`src/design/absr_pkg.sv`:
```
`timescale 1ns / 1ps
`default_nettype none
// ----------------------------------------------------------------------------
// absr_pkg: shared types and constants of the aligned block range splitter
// Holds the transaction payloads, status codes and controller command types.
// ----------------------------------------------------------------------------
package absr_pkg;

    // Result status codes.
    localparam logic [1:0] ST_PAGE       = 2'd0;
    localparam logic [1:0] ST_EMPTY      = 2'd1;
    localparam logic [1:0] ST_MISALIGNED = 2'd2;
    localparam logic [1:0] ST_WRAP       = 2'd3;

    // Minimum page size register: reset value and legal range.
    localparam logic [4:0] MIN_LOG2_RESET = 5'd12;
    localparam logic [4:0] MIN_LOG2_LO    = 5'd4;
    localparam logic [4:0] MIN_LOG2_HI    = 5'd20;

    // Upper bound on the pages emitted for one range.
    localparam int MAX_RESULTS = 56;
    localparam int CNT_W       = 6;

    typedef struct packed {
        logic [31:0] range_start;
        logic [31:0] range_end;
    } t_range_req;

    typedef struct packed {
        logic [31:0] page_address;
        logic [4:0]  page_size_log2;
        logic [1:0]  status;
        logic        last_page;
    } t_page_rsp;

    typedef struct packed {
        logic [4:0] min_page_log2;
    } t_cfg_wr;

    // Commands from the controller to the datapath.
    typedef struct packed {
        logic capture;     // latch a new range
        logic check_emit;  // write a status result
        logic load;        // start splitting the checked range
        logic step;        // emit one page
    } t_dp_cmd;

    // Status from the datapath to the controller.
    typedef struct packed {
        logic range_bad;   // empty, misaligned or wrapping range
        logic page_last;   // the current page ends the range or is the last page allowed
    } t_dp_sts;

endpackage
`default_nettype wire

```
`src/design/absr_stream_if.sv`:
```
`timescale 1ns / 1ps
`default_nettype none
// ----------------------------------------------------------------------------
// absr_stream_if: valid/ready channel
// Carries one payload of a given type per transaction.
// ----------------------------------------------------------------------------
interface absr_stream_if #(
    parameter type T = logic
);
    logic valid;
    logic ready;
    T     payload;

    modport source (output valid, output payload, input ready);
    modport sink   (input valid, input payload, output ready);
endinterface
`default_nettype wire

```
`src/design/absr_dp.sv`:
```
`timescale 1ns / 1ps
`default_nettype none
// ----------------------------------------------------------------------------
// absr_dp: datapath of the aligned block range splitter
// Range checks, page cursor and remaining length, result register and the
// minimum page size register.
// ----------------------------------------------------------------------------
module absr_dp import absr_pkg::*; #(
    parameter int ADDR_WIDTH = 32
) (
    input  wire logic       i_clk,
    input  wire logic       i_rst_n,
    input  wire t_dp_cmd    i_cmd,
    output t_dp_sts         o_sts,
    input  wire t_range_req i_req,
    input  wire logic       i_cfg_we,
    input  wire logic [4:0] i_cfg_data,
    output t_page_rsp       o_rsp
);
    localparam int AW  = ADDR_WIDTH;
    localparam int XW  = (AW > 32) ? AW : 32;
    localparam int EW  = ((AW > 20) ? AW : 20) + 1;
    localparam int LGW = $clog2(AW);
    localparam int LW  = (LGW > 5) ? LGW : 5;

    // Index of the highest set bit.
    function automatic logic [LGW-1:0] f_hi_bit(input logic [AW-1:0] v);
        logic [LGW-1:0] r;
        r = '0;
        for (int i = 0; i < AW; i++) begin
            if (v[i]) r = LGW'(i);
        end
        return r;
    endfunction

    // Index of the lowest set bit.
    function automatic logic [LGW-1:0] f_lo_bit(input logic [AW-1:0] v);
        logic [LGW-1:0] r;
        r = '0;
        for (int i = AW - 1; i >= 0; i--) begin
            if (v[i]) r = LGW'(i);
        end
        return r;
    endfunction

    logic [4:0]       r_min_log2;
    logic [AW-1:0]    r_start;
    logic [AW-1:0]    r_end;
    logic [AW-1:0]    r_cursor;
    logic [AW-1:0]    r_rest;
    logic [CNT_W-1:0] r_count;
    t_page_rsp        r_rsp;

    logic [XW-1:0]  s_start_x;
    logic [XW-1:0]  s_end_x;
    logic [EW-1:0]  s_low_mask;
    logic [EW-1:0]  s_up;
    logic [EW-1:0]  s_rounded;
    logic           s_empty;
    logic           s_mis;
    logic           s_wrap;
    logic [1:0]     s_status;
    logic [LGW-1:0] s_hb;
    logic [LGW-1:0] s_tz;
    logic [LGW-1:0] s_lg;
    logic [LW-1:0]  s_lg_x;
    logic [AW-1:0]  s_size;
    logic [XW-1:0]  s_cursor_x;
    logic           s_page_last;
    logic [4:0]     n_min_log2;

    assign s_start_x = XW'(i_req.range_start);
    assign s_end_x   = XW'(i_req.range_end);

    // Range checks on the captured range.
    assign s_low_mask = (EW'(1) << r_min_log2) - EW'(1);
    assign s_empty    = (r_start >= r_end);
    assign s_mis      = ((EW'(r_start) & s_low_mask) != '0);
    assign s_up       = EW'(r_end) + s_low_mask;
    assign s_wrap     = (s_up[EW-1:AW] != '0);
    assign s_rounded  = s_up & ~s_low_mask;

    always_comb begin
        if (s_empty) begin
            s_status = ST_EMPTY;
        end else if (s_mis) begin
            s_status = ST_MISALIGNED;
        end else if (s_wrap) begin
            s_status = ST_WRAP;
        end else begin
            s_status = ST_PAGE;
        end
    end

    // Page size: limited by the remaining length and by the cursor's alignment.
    // A cursor at zero is aligned to any size.
    assign s_hb = f_hi_bit(r_rest);
    assign s_tz = f_lo_bit(r_cursor);
    assign s_lg = ((r_cursor != '0) && (s_tz < s_hb)) ? s_tz : s_hb;
    assign s_size = AW'(1) << s_lg;
    assign s_lg_x = LW'(s_lg);
    assign s_cursor_x = XW'(r_cursor);

    assign s_page_last = (r_rest == s_size) ||
                         (r_count == CNT_W'(MAX_RESULTS - 1));
    assign o_sts = '{range_bad: (s_status != ST_PAGE), page_last: s_page_last};

    always_comb begin
        if (i_cfg_data < MIN_LOG2_LO) begin
            n_min_log2 = MIN_LOG2_LO;
        end else if (i_cfg_data > MIN_LOG2_HI) begin
            n_min_log2 = MIN_LOG2_HI;
        end else begin
            n_min_log2 = i_cfg_data;
        end
    end

    always_ff @(posedge i_clk) begin
        if (!i_rst_n) begin
            r_min_log2 <= MIN_LOG2_RESET;
        end else if (i_cfg_we) begin
            r_min_log2 <= n_min_log2;
        end
    end

    always_ff @(posedge i_clk) begin
        if (i_cmd.capture) begin
            r_start <= s_start_x[AW-1:0];
            r_end   <= s_end_x[AW-1:0];
        end
        if (i_cmd.load) begin
            r_cursor <= r_start;
            r_rest   <= s_rounded[AW-1:0] - r_start;
            r_count  <= '0;
        end else if (i_cmd.step) begin
            r_cursor <= r_cursor + s_size;
            r_rest   <= r_rest - s_size;
            r_count  <= r_count + CNT_W'(1);
        end
        if (i_cmd.check_emit) begin
            r_rsp.page_address   <= '0;
            r_rsp.page_size_log2 <= '0;
            r_rsp.status         <= s_status;
            r_rsp.last_page      <= 1'b1;
        end else if (i_cmd.step) begin
            r_rsp.page_address   <= s_cursor_x[31:0];
            r_rsp.page_size_log2 <= s_lg_x[4:0];
            r_rsp.status         <= ST_PAGE;
            r_rsp.last_page      <= s_page_last;
        end
    end

    assign o_rsp = r_rsp;

    a_step_has_rest: assert property (@(posedge i_clk) disable iff (!i_rst_n)
        i_cmd.step |-> (r_rest != '0))
        else $error("page step with nothing left of the range");

endmodule
`default_nettype wire

```
`src/design/absr_ctrl.sv`:
```
`timescale 1ns / 1ps
`default_nettype none
// ----------------------------------------------------------------------------
// absr_ctrl: controller of the aligned block range splitter
// Sequences capture, check and page emission, and owns the result valid flag.
// ----------------------------------------------------------------------------
module absr_ctrl import absr_pkg::*; (
    input  wire logic    i_clk,
    input  wire logic    i_rst_n,
    input  wire logic    i_in_valid,
    output logic         o_in_ready,
    output logic         o_out_valid,
    input  wire logic    i_out_ready,
    output t_dp_cmd      o_cmd,
    input  wire t_dp_sts i_sts
);
    typedef enum logic [2:0] {
        S_IDLE  = 3'b001,
        S_CHECK = 3'b010,
        S_SPLIT = 3'b100
    } t_state;

    t_state r_state;
    t_state n_state;
    logic   r_out_valid;
    logic   n_out_valid;
    logic   s_slot_free;

    assign s_slot_free = !r_out_valid || i_out_ready;

    always_comb begin
        n_state = r_state;
        o_cmd   = '0;
        o_in_ready = 1'b0;
        unique case (r_state)
            S_IDLE: begin
                o_in_ready  = 1'b1;
                o_cmd.capture = i_in_valid;
                if (i_in_valid) n_state = S_CHECK;
            end
            S_CHECK: begin
                if (s_slot_free) begin
                    if (i_sts.range_bad) begin
                        o_cmd.check_emit = 1'b1;
                        n_state = S_IDLE;
                    end else begin
                        o_cmd.load = 1'b1;
                        n_state = S_SPLIT;
                    end
                end
            end
            S_SPLIT: begin
                if (s_slot_free) begin
                    o_cmd.step = 1'b1;
                    if (i_sts.page_last) n_state = S_IDLE;
                end
            end
            default: n_state = S_IDLE;
        endcase
    end

    always_comb begin
        if (o_cmd.check_emit || o_cmd.step) begin
            n_out_valid = 1'b1;
        end else if (i_out_ready) begin
            n_out_valid = 1'b0;
        end else begin
            n_out_valid = r_out_valid;
        end
    end

    always_ff @(posedge i_clk) begin
        if (!i_rst_n) begin
            r_state     <= S_IDLE;
            r_out_valid <= 1'b0;
        end else begin
            r_state     <= n_state;
            r_out_valid <= n_out_valid;
        end
    end

    assign o_out_valid = r_out_valid;

    a_last_to_idle: assert property (@(posedge i_clk) disable iff (!i_rst_n)
        (o_cmd.step && i_sts.page_last) |=> (r_state == S_IDLE))
        else $error("controller did not return to idle after the last page");

    a_emit_valid: assert property (@(posedge i_clk) disable iff (!i_rst_n)
        (o_cmd.check_emit || o_cmd.step) |=> r_out_valid)
        else $error("result written without raising valid");

endmodule
`default_nettype wire

```
`src/design/aligned_block_range_splitter.sv`:
```
`timescale 1ns / 1ps
`default_nettype none
// ----------------------------------------------------------------------------
// aligned_block_range_splitter: cover a byte range with aligned power-of-two pages
// Rounds the end up to the minimum page size and streams the covering pages.
// ----------------------------------------------------------------------------
// Sequence: the range is captured in the idle state; the check state then writes
// a status result or loads the split, and the split state emits the pages.
// A split range gives at most 56 pages, one page per cycle while the result
// register is free (no result waits, or the receiver takes the waiting one).
// A new range is taken while the last result of the previous one still waits.
// Reset (synchronous, active low) idles the controller, clears the result valid
// flag and sets the minimum page size to 4 KiB; no clearing pass is needed.
// ----------------------------------------------------------------------------
module aligned_block_range_splitter import absr_pkg::*; #(
    parameter int ADDR_WIDTH = 32
) (
    input wire logic      i_clk,
    input wire logic      i_rst_n,
    absr_stream_if.sink   i_range,
    absr_stream_if.source o_page,
    absr_stream_if.sink   i_cfg
);
    // The controller and the datapath talk only through these two structs.
    t_dp_cmd   s_cmd;
    t_dp_sts   s_sts;
    t_page_rsp s_rsp;
    t_cfg_wr   s_cfg;

    // The configuration register is always writable; writes must only be made
    // while the block is idle, and the block itself does not enforce that.
    assign i_cfg.ready = 1'b1;
    assign s_cfg       = i_cfg.payload;

    absr_ctrl u_ctrl (
        .i_clk       (i_clk),
        .i_rst_n     (i_rst_n),
        .i_in_valid  (i_range.valid),
        .o_in_ready  (i_range.ready),
        .o_out_valid (o_page.valid),
        .i_out_ready (o_page.ready),
        .o_cmd       (s_cmd),
        .i_sts       (s_sts)
    );

    absr_dp #(
        .ADDR_WIDTH (ADDR_WIDTH)
    ) u_dp (
        .i_clk      (i_clk),
        .i_rst_n    (i_rst_n),
        .i_cmd      (s_cmd),
        .o_sts      (s_sts),
        .i_req      (i_range.payload),
        .i_cfg_we   (i_cfg.valid),
        .i_cfg_data (s_cfg.min_page_log2),
        .o_rsp      (s_rsp)
    );

    assign o_page.payload = s_rsp;

    // Every status result closes its range.
    a_status_last: assert property (@(posedge i_clk) disable iff (!i_rst_n)
        (o_page.valid && (o_page.payload.status != ST_PAGE))
            |-> o_page.payload.last_page)
        else $error("status result without the last flag");

    // Every emitted page is aligned to its own size.
    a_page_aligned: assert property (@(posedge i_clk) disable iff (!i_rst_n)
        (o_page.valid && (o_page.payload.status == ST_PAGE)) |->
            (((o_page.payload.page_address >> o_page.payload.page_size_log2)
              << o_page.payload.page_size_log2) == o_page.payload.page_address))
        else $error("page not aligned to its size");

endmodule
`default_nettype wire

```
`src/flat_wrapper.sv`:
```
// flat-port wrapper written by rule: the top's interface ports become plain ports
module aligned_block_range_splitter_flat import absr_pkg::*;
#(
    parameter int ADDR_WIDTH = 32
)
  (i_clk, i_rst_n, i_range_valid, i_range_payload, i_range_ready, o_page_valid, o_page_payload, o_page_ready, i_cfg_valid, i_cfg_payload, i_cfg_ready);
  absr_stream_if #(.T(t_range_req)) i_range_i ();
  absr_stream_if #(.T(t_page_rsp)) o_page_i ();
  absr_stream_if #(.T(t_cfg_wr)) i_cfg_i ();
  input wire logic i_clk;
  input wire logic i_rst_n;
  input wire logic [$bits(i_range_i.valid)-1:0] i_range_valid;
  input wire logic [$bits(i_range_i.payload)-1:0] i_range_payload;
  output wire logic [$bits(i_range_i.ready)-1:0] i_range_ready;
  output wire logic [$bits(o_page_i.valid)-1:0] o_page_valid;
  output wire logic [$bits(o_page_i.payload)-1:0] o_page_payload;
  input wire logic [$bits(o_page_i.ready)-1:0] o_page_ready;
  input wire logic [$bits(i_cfg_i.valid)-1:0] i_cfg_valid;
  input wire logic [$bits(i_cfg_i.payload)-1:0] i_cfg_payload;
  output wire logic [$bits(i_cfg_i.ready)-1:0] i_cfg_ready;
  assign i_range_i.valid = i_range_valid;
  assign i_range_i.payload = i_range_payload;
  assign i_range_ready = i_range_i.ready;
  assign o_page_valid = o_page_i.valid;
  assign o_page_payload = o_page_i.payload;
  assign o_page_i.ready = o_page_ready;
  assign i_cfg_i.valid = i_cfg_valid;
  assign i_cfg_i.payload = i_cfg_payload;
  assign i_cfg_ready = i_cfg_i.ready;
  aligned_block_range_splitter #(.ADDR_WIDTH(ADDR_WIDTH)) u_core (.i_clk(i_clk), .i_rst_n(i_rst_n), .i_range(i_range_i), .o_page(o_page_i), .i_cfg(i_cfg_i));
endmodule
```
`config.mk`:
```
export PLATFORM = sky130hd
export DESIGN_NAME = aligned_block_range_splitter_flat
export DESIGN_NICKNAME = d
export VERILOG_FILES = /design/src/design/absr_pkg.sv /design/src/design/absr_stream_if.sv /design/src/design/absr_dp.sv /design/src/design/absr_ctrl.sv /design/src/design/aligned_block_range_splitter.sv /design/src/flat_wrapper.sv
export SDC_FILE = /design/constraint.sdc
export NUM_CORES = 1
export LEC_CHECK = 0
export BUFFER_PORTS_ARGS = -buffer_cell sky130_fd_sc_hd__buf_2
export CORE_MARGIN = 2
export CORE_UTILIZATION = 50
export DETAILED_ROUTE_END_ITERATION = 8
export PLACE_DENSITY = 0.68
export SYNTH_ARGS = -nofsm -noshare
export SYNTH_HDL_FRONTEND = slang
export SYNTH_HIERARCHICAL = 1
export SYNTH_SLANG_ARGS = --single-unit
```
`constraint.sdc`:
```
create_clock -name i_clk -period 8.1 [get_ports i_clk]
set_input_delay 2.43 -clock i_clk [delete_from_list [all_inputs] [get_ports i_clk]]
set_output_delay 2.43 -clock i_clk [all_outputs]
set_load 0.05 [all_outputs]
```
==> results by group, run 1 <==
Logic synthesis
  • Synth Area in Adders: 13.5%
  • Synth unique cells: 91
  • Main synth FF type: edfxtp_1
  • Simple-gate portion of the synthesized area: 19.8%
  • Synth async-reset ratio: 0%
  • #FFs+latches synth: 183
  • XOR/XNOR share of the synthesized area: 5.77%
  • Avg Inst Size Synth: 8.46 um^2
  • Cells after Synth: 1851
  • Register area share after synthesis: 31.7%
  • Largest family of logic cells by synthesized area: compound AO/OA/AOI/OAI gates
  • EDFF count, synth: 130
  • Mux contribution to synthesized area: 3.05%
  • Post-Synthesis Net Count: 2091
  • Synth Area in Compound Gates: 22.0%
  • Ys Warns: 6
  • Post-Syn Area: 15700 um^2

Pwr
  • VDD IR max: 0.000138 V
  • Pwr Density: 145 nW/um^2
  • Final total power: 2.51 mW
  • P_leak: 7.42 nW

STA
  • Skew final: 0.0183 ns
  • Max-slew violation count: 0
  • Period utilization: 92.2%
  • Setup TNS: 0 ns
  • RSZ-0062 raised after global routing: false
  • Final setup vio count: 0
  • Rel. slew slack: 39.1%
  • Slew of the pin with the lowest slew margin: 0.906 ns
  • Max Freq: 134 MHz
  • Hold Vio Cnt, Final: 0
  • Post-layout min period: 7.47 ns

Route
  • Drt first-iter violations: 1415
  • Detailed Routing Iterations Pass 1: 6
  • Residual DRC: 0
  • Wire per inst: 19.5 um
  • Via count: 14.2k
  • ANT nets after route: 0
  • DR vias/cell: 6.01
  • Final WL: 46.0 mm

GRT
  • GRT overflow: 0
  • Global-route wire length before repair: 72.5 mm
  • Vias in the first global route: 13.6k
  • Gr usage total: 28.0%
  • Initial antenna violation count: 0
  • Largest net degree at the start of global routing: 65

Clock network
  • H-tree Lvls: 4
  • Root Buffer: clkbuf_16
  • Cts hold-fix bufs: 0
  • CTS tree: built
  • TritonCTS Buffers: 17
  • Clock Pin Slew Worst Setup and Hold Paths: 0.08 ns
  • Clock Latency Late Sink: 0.48 ns
  • CTS Buffer Depth: 2
  • Sink Count: 183
  • Post_cts resized: 0
  • Setup bufs post-CTS: 0

Critical path
  • Crit path max fanout: 21
  • Crit path DAT: 7.77 ns
  • Setup crit end kind: register
  • Setup crit start kind: register
  • Kind of critical path: reg2reg
  • Worst path required time: 8.40 ns

Layout
  • NumNets Final: 2196
  • Area Growth Syn to Fin: 10.7%
  • Fraction of layout instances using a drive strength above 1: 10.5%
  • Seq. cell area: 4960 um^2
  • Fill cells: 2838
  • Multi-input gate area: 10100 um^2
  • Antenna diodes: 0

Die
  • Starting Density: 51.0%
  • Core footprint: 30700 um^2
  • Chip width: 181 um
  • Die H: 181 um
  • Die area: 32700 um^2
  • Site Rows: 64
  • Io pins: 117

Placed design
  • HPWL after DPL: 36.5 mm
  • GPL Wtd Cong: 0.958
  • IO Port Bufs: 115

Status
  • Status: finished, final reports clean

Flow run
  • MaxCap Viol Count: 0

Min path
  • Hold Crit Class: reg2reg
==> cell usage in the layout (no fill, tap or decap), types with 8 or more instances in the layout <==
master     synthesis  layout
or3_1             15      15
dfxtp_1           53      53
nand3_1           38      38
and2_1            12      11
o211ai_1          11      11
o31ai_1           14      14
mux2i_1           44      43
a211oi_1          18      18
o21ai_0          139     139
or2_2             13      13
o21bai_1          22      22
xnor2_1           53      53
nor4_1            18      17
a21boi_0           8       8
edfxtp_1         130     130
a31oi_1           11      11
o21a_1            26      26
o22ai_1            9       9
buf_2              0     115
nand4_1           19      19
nor3_1            38      36
nand2_1          175     175
nor2_1           212     212
and3_1             9       9
nor2b_1           28      28
nand2b_1          43      43
nor3b_1            9       9
xor2_1            45      45
inv_1            123     123
ha_1             162     162
a21o_1            52      52
a21oi_1          141     141
clkbuf_16          0      17
buf_4              3      14
==> cell families (layout without fill, tap and decap cells) <==
family,count (synthesis),after routing
AND/OR/NAND/NOR,652,652
AO/OA/AOI/OAI,532,532
flip-flops,183,183
buffers and inverters,169,287
adder cells (fa/ha/maj),166,166
XOR/XNOR,100,100
multiplexers,47,47
other,2,2
==> routing by layer <==
metal	up-vias	GRT usage (%)	routed length (um)
met3	94	4.54	2430
met4	0	10.3	1520
li1	6970	-	-
met2	473	46.4	21600
met1	6670	36.9	20500
met5	-	0	0
==> report_power, final <==
group | total, mW | internal [mW] | switching, mW
Clock | 0.868 | 0.417 | 0.450
Sequential | 1.07 | 1.03 | 0.0431
Combinational | 0.571 | 0.240 | 0.330
Total | 2.51 | 1.69 | 0.824
==> synth_stat cells (22+ instances only) <==
| master | number | share of area (%) |
|---|---|---|
| nor2_1 | 212 | 5.1 |
| nand2_1 | 175 | 4.2 |
| ha_1 | 162 | 13 |
| a21oi_1 | 141 | 4.5 |
| o21ai_0 | 139 | 4.4 |
| edfxtp_1 | 130 | 25 |
| inv_1 | 123 | 2.9 |
| dfxtp_1 | 53 | 6.8 |
| xnor2_1 | 53 | 3.0 |
| a21o_1 | 52 | 2.5 |
| xor2_1 | 45 | 2.5 |
| mux2i_1 | 44 | 2.8 |
| nand2b_1 | 43 | 1.7 |
| nand3_1 | 38 | 1.2 |
| nor3_1 | 38 | 1.2 |
| clkbuf_1 | 33 | 0.79 |
| nor2b_1 | 28 | 1.1 |
| o21a_1 | 26 | 1.2 |
| o21bai_1 | 22 | 1.1 |
==> sequential cells by signal (all words and copies together), names as in the netlist <==
name,count
u_core/u_dp/o_rsp,40
u_core/u_dp/r_min_log2,5
u_core/u_ctrl/r_state,3
u_core/u_ctrl/o_out_valid,1
u_core/u_dp/r_cursor,32
u_core/u_dp/r_count,6
u_core/u_dp/r_end,32
u_core/u_dp/r_start,32
u_core/u_dp/r_rest,32
==> worst paths after layout <==
check / startpoint / end / slack [ns] / depth (start not counted)
max: u_core/u_dp/r_min_log2[3]$_SDFFE_PN1P_ / u_core/u_dp/r_rest[31]$_DFFE_PP_ / 0.63 / 27
min: u_core/u_dp/o_rsp[5]$_SDFFE_PP0P_ / u_core/u_dp/o_rsp[5]$_SDFFE_PP0P_ / 0.48 / 2
max reg2reg: u_core/u_dp/r_min_log2[3]$_SDFFE_PN1P_ / u_core/u_dp/r_rest[31]$_DFFE_PP_ / 0.63 / 27
min reg2reg: u_core/u_dp/o_rsp[5]$_SDFFE_PP0P_ / u_core/u_dp/o_rsp[5]$_SDFFE_PP0P_ / 0.48 / 2
==> area by class of cell <==
type / instances / area share [%]
inverters: 124 / 2.69
multi-input cells: 1499 / 58.1
flip-flops and latches: 183 / 28.7
repair buffers: 131 / 4.16
clock buffers: 17 / 2.46
well taps: 396 / 2.86
clock inverters: 15 / 1.04
==> through the flow <==
stage / util [%] / area [um^2] / worst slack (ns) / cells / hold WS (ns)
floorplan: - / 15700 / 1.61 / 1851 / 0.458
global placement: 54.5 / 16700 / 0.651 / 2333 / 0.468
detailed placement: 54.5 / 16700 / 0.669 / 2333 / 0.475
CTS: 56.4 / 17300 / 0.592 / 2365 / 0.488
global route: 56.5 / 17300 / 0.0790 / 2365 / 0.526
finish: 56.5 / 17300 / 0.628 / 2365 / 0.484
==> critical path, stage by stage (launching register included) <==
cell,delay (ns)
dfxtp_1,0.32
nor2_1,0.23
inv_1,0.20
nor2_1,0.28
nand2_1,0.14
ha_1,0.44
or2_2,0.42
o21a_1,0.19
o21ai_0,0.39
ha_1,0.35
o21a_1,0.15
o2111ai_2,0.29
nor2_1,0.11
a211oi_2,0.44
o21bai_1,0.16
xnor2_1,0.14
nor2_1,0.15
ha_1,0.31
a21o_1,0.18
a21oi_1,0.24
o21ai_0,0.16
or2_2,0.32
o211ai_1,0.28
a21oi_1,0.12
a2111o_1,0.40
a21oi_1,0.20
xnor3_1,0.39
a221oi_2,0.28
Power figures use the tool's default switching activity.
==> inputs of run 2 (changes only) <==
--- a/config.mk
+++ b/config.mk
@@ -6,10 +6,11 @@
 export NUM_CORES = 1
 export LEC_CHECK = 0
 export BUFFER_PORTS_ARGS = -buffer_cell sky130_fd_sc_hd__buf_2
+export CAP_MARGIN = 20
 export CORE_MARGIN = 2
-export CORE_UTILIZATION = 50
+export CORE_UTILIZATION = 32
 export DETAILED_ROUTE_END_ITERATION = 8
-export PLACE_DENSITY = 0.68
+export PLACE_DENSITY = 0.48
 export SYNTH_ARGS = -nofsm -noshare
 export SYNTH_HDL_FRONTEND = slang
 export SYNTH_HIERARCHICAL = 1
==> results by group, run 2 (synthesis gave the netlist of run 1 again) <==
Layout
  • Area Growth Syn to Fin: 12.5% (was 10.7%)
  • Fill cells: 5121 (was 2838)
  • Most frequent cells in the layout: nor2_1, nand2_1, ha_1 (unchanged)
  • Commonest non-fill, non-tap cell in the layout: nor2_1 (unchanged)
  • Seq. cell area: 4960 um^2 (unchanged)
  • Max reg flops: 40 (unchanged)
  • Final Cell Area: 17600 um^2 (was 17300 um^2)
  • Fraction of layout instances using a drive strength above 1: 10.8% (was 10.5%)
  • Multi-input gate area: 10100 um^2 (about the same)
  • NumNets Final: 2201 (was 2196)
  • Antenna diodes: 0 (unchanged)
  • Core Util, Final: 36.2% (was 56.5%)

STA
  • Setup TNS: 0 ns (unchanged)
  • Skew final: 0.0169 ns (was 0.0183 ns)
  • Setup slack after layout: 0.663 ns (was 0.628 ns)
  • Max Freq: 134 MHz (about the same)
  • Period utilization: 91.8% (was 92.2%)
  • Max-slew violation count: 0 (unchanged)
  • Rel. slew slack: 36.3% (was 39.1%)
  • Slew of the pin with the lowest slew margin: 0.954 ns (was 0.906 ns)
  • Hold Vio Cnt, Final: 0 (unchanged)
  • RSZ-0062 raised after global routing: false (unchanged)
  • Post-layout min period: 7.44 ns (was 7.47 ns)
  • Final setup vio count: 0 (unchanged)

GRT
  • Initial antenna violation count: 1 (was 0)
  • Global-route wire length before repair: 80.0 mm (was 72.5 mm)
  • Gr usage total: 21.1% (was 28.0%)
  • Largest net degree at the start of global routing: 79 (was 65)
  • GRT overflow: 0 (unchanged)
  • Vias in the first global route: 13.5k (was 13.6k)

Critical path
  • Worst R2R End: u_core/u_dp/r_rest[31]$_DFFE_PP_ (unchanged)
  • Worst path required time: 8.43 ns (was 8.40 ns)
  • Critical Path Source: u_core/u_dp/r_min_log2[3]$_SDFFE_PN1P_ (unchanged)
  • Worst Setup EP: u_core/u_dp/r_rest[31]$_DFFE_PP_ (unchanged)
  • Most used cell, CP: nor2_1 (unchanged)
  • CP delay by family, top: compound AO/OA/AOI/OAI gates (unchanged)
  • R2R depth: 27 (unchanged)
  • Worst path bufs/invs: 1 (unchanged)
  • Kind of critical path: reg2reg (unchanged)
  • Slowest cell on crit path: xnor3_1 (was ha_1)
  • Worst R2R Setup Slack: 0.66 ns (was 0.63 ns)
  • Setup crit start kind: register (unchanged)
  • Crit path max fanout: 9 (was 21)
  • Critical path depth: 27 (unchanged)
  • Crit path DAT: 7.77 ns (about the same)
  • Setup crit end kind: register (unchanged)
  • RR Startpoint: u_core/u_dp/r_min_log2[3]$_SDFFE_PN1P_ (unchanged)
  • Largest stage delay, worst path: 0.43 ns (was 0.44 ns)

Die
  • Starting Density: 32.2% (was 51.0%)
  • Core footprint: 48600 um^2 (was 30700 um^2)
  • Die H: 225 um (was 181 um)
  • Chip width: 225 um (was 181 um)
  • Site Rows: 81 (was 64)
  • Die area: 50700 um^2 (was 32700 um^2)
  • Io pins: 117 (unchanged)

Pwr
  • Pwr Density: 142 nW/um^2 (was 145 nW/um^2)
  • VDD IR max: 0.000152 V (was 0.000138 V)
  • P_leak: 7.43 nW (was 7.42 nW)

Clock network
  • Cts hold-fix bufs: 0 (unchanged)
  • Sink Count: 183 (unchanged)
  • H-tree Lvls: 4 (unchanged)
  • Clock Pin Slew Worst Setup and Hold Paths: 0.08 ns (about the same)
  • Clock Latency Late Sink: 0.50 ns (was 0.48 ns)
  • CTS Buffer Depth: 2 (unchanged)
  • Root Buffer: clkbuf_16 (unchanged)
  • CTS tree: built (unchanged)
  • TritonCTS Buffers: 17 (unchanged)

Placed design
  • Placed instance area: 17000 um^2 (was 16700 um^2)
  • HPWL after DPL: 42.3 mm (was 36.5 mm)
  • GPL Wtd Cong: 0.908 (was 0.958)
  • IO Port Bufs: 115 (unchanged)
  • DP Worst Slack: 0.661 ns (was 0.669 ns)

Route
  • Residual DRC: 0 (unchanged)
  • DR vias/cell: 5.36 (was 6.01)
  • Drt first-iter violations: 1163 (was 1415)
  • ANT nets after route: 0 (unchanged)
  • Final WL: 52.7 mm (was 46.0 mm)
  • Via count: 13.9k (was 14.2k)
  • Detailed Routing Iterations Pass 1: 5 (was 6)
  • Wire per inst: 20.3 um (was 19.5 um)

Status
  • Status: finished, final reports clean (unchanged)

Min path
  • Hold Crit Class: reg2reg (unchanged)

Flow run
  • MaxCap Viol Count: 0 (unchanged)
-- run 2: cell count changes in the layout (fill, tap and decap cells not counted), sizes merged --
cell and change:
clkinv -6, buf +5, clkinvlp +1, clkbuf +1
inv +4
-- run 2: worst reg2reg max path, cell delays in order (launching register included) --
cell and delay, ns:
dfxtp_1 0.31, nor2_1 0.21, inv_1 0.18, nor2_1 0.30, nand2_1 0.16, ha_1 0.34
or2_2 0.37, o21a_1 0.20, o21ai_0 0.38, ha_1 0.35, o21a_1 0.14, o2111ai_1 0.36
nor2_1 0.11, a211oi_2 0.41, o21bai_1 0.15, xnor2_1 0.15, nor2_1 0.19, ha_1 0.32
a21o_1 0.18, a21oi_1 0.23, o21ai_0 0.16, or2_2 0.31, o211ai_1 0.29, a21oi_1 0.13
a2111o_1 0.41, a21oi_1 0.19, xnor3_1 0.43, a221oi_2 0.31
-- run 2: repair_timing --
item | CTS | global route
setup buffers | 0 | 0
resized for setup | 0 | 4
endpoints found under the setup margin | 0 | 4
-- run 2: layout make-up --
class,instances,share of cell area [%]
flip-flops and latches,183,28.2
repair buffers,136,4.30
well taps,622,4.42
multi-input cells,1499,57.2
clock inverters,14,0.739
inverters,124,2.64
clock buffers,18,2.49
-- run 2: through the flow --
stage	total power, mW	instances	hold WS [ns]
detailed placement	1.68	2564	0.481
global placement	1.67	2564	0.475
finish	2.50	2596	0.489
CTS	2.54	2596	0.499
floorplan	1.51	1851	0.458
global route	2.64	2596	0.532
-- run 2: power by group --
part           internal, mW  total [mW]  switching [mW]
logic                 0.241       0.579           0.337
registers              1.03        1.08          0.0458
clock network         0.413       0.846           0.432
-- run 2: worst min-delay path by stage --
stage / start / slack, ns / cells past startpoint / endpoint
after floorplan: u_core/u_dp/r_count[5]$_SDFFE_PP0P_ / 0.46 / 2 / u_core/u_dp/r_count[5]$_SDFFE_PP0P_
after global routing: u_core/u_dp/o_rsp[27]$_SDFFE_PP0P_ / 0.53 / 2 / u_core/u_dp/o_rsp[27]$_SDFFE_PP0P_
after CTS: u_core/u_dp/r_count[5]$_SDFFE_PP0P_ / 0.50 / 2 / u_core/u_dp/r_count[5]$_SDFFE_PP0P_
after global placement: u_core/u_dp/o_rsp[4]$_SDFFE_PP0P_ / 0.47 / 2 / u_core/u_dp/o_rsp[4]$_SDFFE_PP0P_
after detailed placement: u_core/u_dp/o_rsp[3]$_SDFFE_PP0P_ / 0.48 / 2 / u_core/u_dp/o_rsp[3]$_SDFFE_PP0P_
final: u_core/u_dp/o_rsp[30]$_SDFFE_PP0P_ / 0.49 / 2 / u_core/u_dp/o_rsp[30]$_SDFFE_PP0P_
-- run 2: per-layer routing --
layer	routed length, um	track usage, %
met5	0	0
met1	24100	27.6
met4	1520	8.16
met3	2160	3.14
met2	24900	35.0
==> inputs of run 3 (changes only) <==
--- a/config.mk
+++ b/config.mk
@@ -5,6 +5,7 @@
 export SDC_FILE = /design/constraint.sdc
 export NUM_CORES = 1
 export LEC_CHECK = 0
+export ABC_AREA = 1
 export BUFFER_PORTS_ARGS = -buffer_cell sky130_fd_sc_hd__buf_2
 export CAP_MARGIN = 20
 export CORE_MARGIN = 2
==> results by group, run 3 <==
Status
  • Status: finished, final reports clean (unchanged)

STA
  • Final setup vio count: 0 (unchanged)
  • Hold_ws: 0.453 ns (was 0.489 ns)
  • Skew final: 0.0153 ns (was 0.0169 ns)
  • Slew of the pin with the lowest slew margin: 0.903 ns (was 0.954 ns)
  • Hold Vio Cnt, Final: 0 (unchanged)
  • Post-layout min period: 7.11 ns (was 7.44 ns)
  • Rel. slew slack: 39.7% (was 36.3%)
  • Setup slack after layout: 0.990 ns (was 0.663 ns)
  • Setup TNS: 0 ns (unchanged)
  • Max-slew violation count: 0 (unchanged)
  • Period utilization: 87.8% (was 91.8%)
  • Max Freq: 141 MHz (was 134 MHz)

Layout
  • Most frequent cells in the layout: nand2_1, inv_1, nor2_1 (was nor2_1, nand2_1, ha_1)
  • Seq. cell area: 4960 um^2 (unchanged)
  • Area Growth Syn to Fin: 12.3% (was 12.5%)
  • Antenna diodes: 0 (unchanged)
  • Max reg flops: 40 (unchanged)
  • Commonest non-fill, non-tap cell in the layout: nand2_1 (was nor2_1)
  • Fill cells: 4950 (was 5121)
  • Multi-input gate area: 8540 um^2 (was 10100 um^2)
  • Fraction of layout instances using a drive strength above 1: 9.71% (was 10.8%)
  • NumNets Final: 2400 (was 2201)

Critical path
  • Setup crit end kind: register (unchanged)
  • Worst path required time: 8.32 ns (was 8.43 ns)
  • Largest stage delay, worst path: 0.42 ns (was 0.43 ns)
  • Most used cell, CP: nand2_1 (was nor2_1)
  • Kind of critical path: reg2reg (unchanged)
  • Crit path DAT: 7.33 ns (was 7.77 ns)
  • Crit path max fanout: 7 (was 9)
  • Slowest cell on crit path: edfxtp_1 (was xnor3_1)
  • Setup crit start kind: register (unchanged)

Clock network
  • Cts hold-fix bufs: 0 (unchanged)
  • Clock Pin Slew Worst Setup and Hold Paths: 0.07 ns (was 0.08 ns)
  • TritonCTS Buffers: 17 (unchanged)
  • CTS tree: built (unchanged)
  • CTS Buffer Depth: 2 (unchanged)
  • H-tree Lvls: 4 (unchanged)
  • Root Buffer: clkbuf_16 (unchanged)
  • Clock Latency Late Sink: 0.50 ns (about the same)
  • Sink Count: 183 (unchanged)
  • Setup bufs post-CTS: 0 (unchanged)

Die
  • Die area: 48400 um^2 (was 50700 um^2)
  • Core footprint: 46300 um^2 (was 48600 um^2)
  • Io pins: 117 (unchanged)
  • Site Rows: 79 (was 81)
  • Starting Density: 32.3% (was 32.2%)
  • Chip width: 220 um (was 225 um)
  • Die H: 220 um (was 225 um)

Pwr
  • VDD IR max: 0.000181 V (was 0.000152 V)
  • Pwr Density: 214 nW/um^2 (was 142 nW/um^2)
  • Final total power: 3.59 mW (was 2.50 mW)
  • Sw frac: 43.2% (was 32.6%)
  • Clock share of power: 22.8% (was 33.8%)
  • P_leak: 7.83 nW (was 7.43 nW)
  • Switch Pwr: 1.55 mW (was 815 uW)
  • Internal power: 2.04 mW (was 1.69 mW)
  • Logic pwr share: 42.0% (was 23.1%)
  • Seq pwr share: 35.3% (was 43.1%)

Placed design
  • DP Worst Slack: 0.749 ns (was 0.661 ns)
  • GPL Wtd Cong: 0.881 (was 0.908)
  • IO Port Bufs: 115 (unchanged)
  • HPWL after DPL: 34.5 mm (was 42.3 mm)

Route
  • Final WL: 42.4 mm (was 52.7 mm)
  • DR vias/cell: 4.82 (was 5.36)
  • Residual DRC: 0 (unchanged)
  • Via count: 13.4k (was 13.9k)
  • Wire per inst: 15.2 um (was 20.3 um)
  • Detailed Routing Iterations Pass 1: 5 (unchanged)
  • Drt first-iter violations: 765 (was 1163)
  • ANT nets after route: 0 (unchanged)

GRT
  • Largest net degree at the start of global routing: 70 (was 79)
  • Gr usage total: 18.1% (was 21.1%)
  • GRT overflow: 0 (unchanged)
  • Initial antenna violation count: 1 (unchanged)
  • Global-route wire length before repair: 67.3 mm (was 80.0 mm)
  • Vias in the first global route: 12.9k (was 13.5k)

Logic synthesis
  • Top-count cell post-synth: nand2_1 (was nor2_1)
  • Synth async-reset ratio: 0% (unchanged)
  • Post-synth top area cell: edfxtp_1 (unchanged)
  • EDFF count, synth: 130 (unchanged)
  • Post-Syn Area: 14900 um^2 (was 15700 um^2)
  • Register area share after synthesis: 33.2% (was 31.7%)
  • Cells after Synth: 2048 (was 1851)
  • Largest cells by area after synthesis: edfxtp_1, ha_1, nand2_1 (was edfxtp_1, ha_1, dfxtp_1)
  • Synth unique cells: 58 (was 91)
  • Post-Synthesis Net Count: 2288 (was 2091)
  • #FFs+latches synth: 183 (unchanged)
  • Top cells by count, synth: nand2_1, inv_1, nor2_1 (was nor2_1, nand2_1, ha_1)
  • Avg Inst Size Synth: 7.29 um^2 (was 8.46 um^2)
  • Top-area cell type share of the netlist area: 26.1% (was 24.9%)
  • Main synth FF type: edfxtp_1 (unchanged)
  • Ys Warns: 6 (unchanged)

Flow run
  • MaxCap Viol Count: 0 (unchanged)

Min path
  • Hold Crit Class: reg2reg (unchanged)
[run 3: cell types whose count changed after synthesis, moves of 18 or more]
cell	change
a21o_1	-51
a21oi_1	+57
inv_1	+214
mux2i_1	-43
nand2_1	+203
nand2b_1	-43
nor2_1	+31
nor2b_1	-28
o21a_1	-18
o21ai_0	+32
o21ai_1	+29
xnor2_1	-28
[run 3: timing repair]
| action | 4_1_cts | 5_1_grt |
|---|---|---|
| setup endpoints to repair | 0 | 2 |
| gates resized for setup | 0 | 3 |
| hold endpoints to repair | 0 | 0 |
[run 3: worst max-delay path, delay by kind of cell (launching register included)]
| kind | cells | cell delay [ns] |
|---|---|---|
| buf+inv | 6 | 0.43 |
| flops | 1 | 0.42 |
| compound gates | 18 | 2.98 |
| simple gates | 24 | 2.18 |
| fa+ha+maj | 3 | 0.82 |
[run 3: metrics by stage]
step                      util [%]  cells  instance area [um^2]
after CTS                     36.2   2780                 16800
after global placement        35.0   2748                 16200
final                         36.2   2780                 16800
after detailed placement      35.0   2748                 16200
after global routing          36.2   2780                 16800
after floorplan                  -   2048                 14900
[run 3: logic make-up (layout without fill, tap and decap cells)]
logic type | after synthesis | count (layout) | synth area share, %
xor+xnor | 53 | 53 | 3.11
mux | 1 | 1 | 0.0670
buf+inv | 382 | 507 | 9.73
simple gates | 764 | 764 | 21.2
other cells | 2 | 2 | 0.0503
flops | 183 | 183 | 33.2
compound gates | 497 | 497 | 18.5
fa+ha+maj | 166 | 166 | 14.1
[run 3: metal layers]
metal	track usage, %	part of all wire [%]
met4	5.32	1.7
met3	3.91	4.7
met1	25.0	50
met5	0	0
met2	28.3	44
[run 3: cell type report]
| cell class | count | share of cell area, % |
|---|---|---|
| flip-flops and latches | 183 | 29.6 |
| clock buffers | 18 | 2.56 |
| clock inverters | 14 | 0.686 |
| well taps | 607 | 4.53 |
| repair buffers | 123 | 3.79 |
| inverters | 352 | 7.89 |
| multi-input cells | 1483 | 50.9 |
[run 3: path summary, 6_finish.rpt]
check                                      from                                 end  slack [ns]  cells past startpoint
max          u_core/u_dp/r_cursor[30]$_DFFE_PP_  u_core/u_dp/r_cursor[28]$_DFFE_PP_        0.99                     51
max reg2reg  u_core/u_dp/r_cursor[30]$_DFFE_PP_  u_core/u_dp/r_cursor[28]$_DFFE_PP_        0.99                     51
min reg2reg  u_core/u_dp/o_rsp[26]$_SDFFE_PP0P_  u_core/u_dp/o_rsp[26]$_SDFFE_PP0P_        0.45                      2
min          u_core/u_dp/o_rsp[26]$_SDFFE_PP0P_  u_core/u_dp/o_rsp[26]$_SDFFE_PP0P_        0.45                      2
[run 3: power by group through the flow]
stage               logic [mW]  clock network (mW)  registers, mW
CTS                       1.51               0.854           1.27
floorplan                0.835                   0           1.59
finish                    1.50               0.816           1.27
global route              1.68               0.885           1.29
global placement          1.49                   0           1.29
detailed placement        1.51                   0           1.29
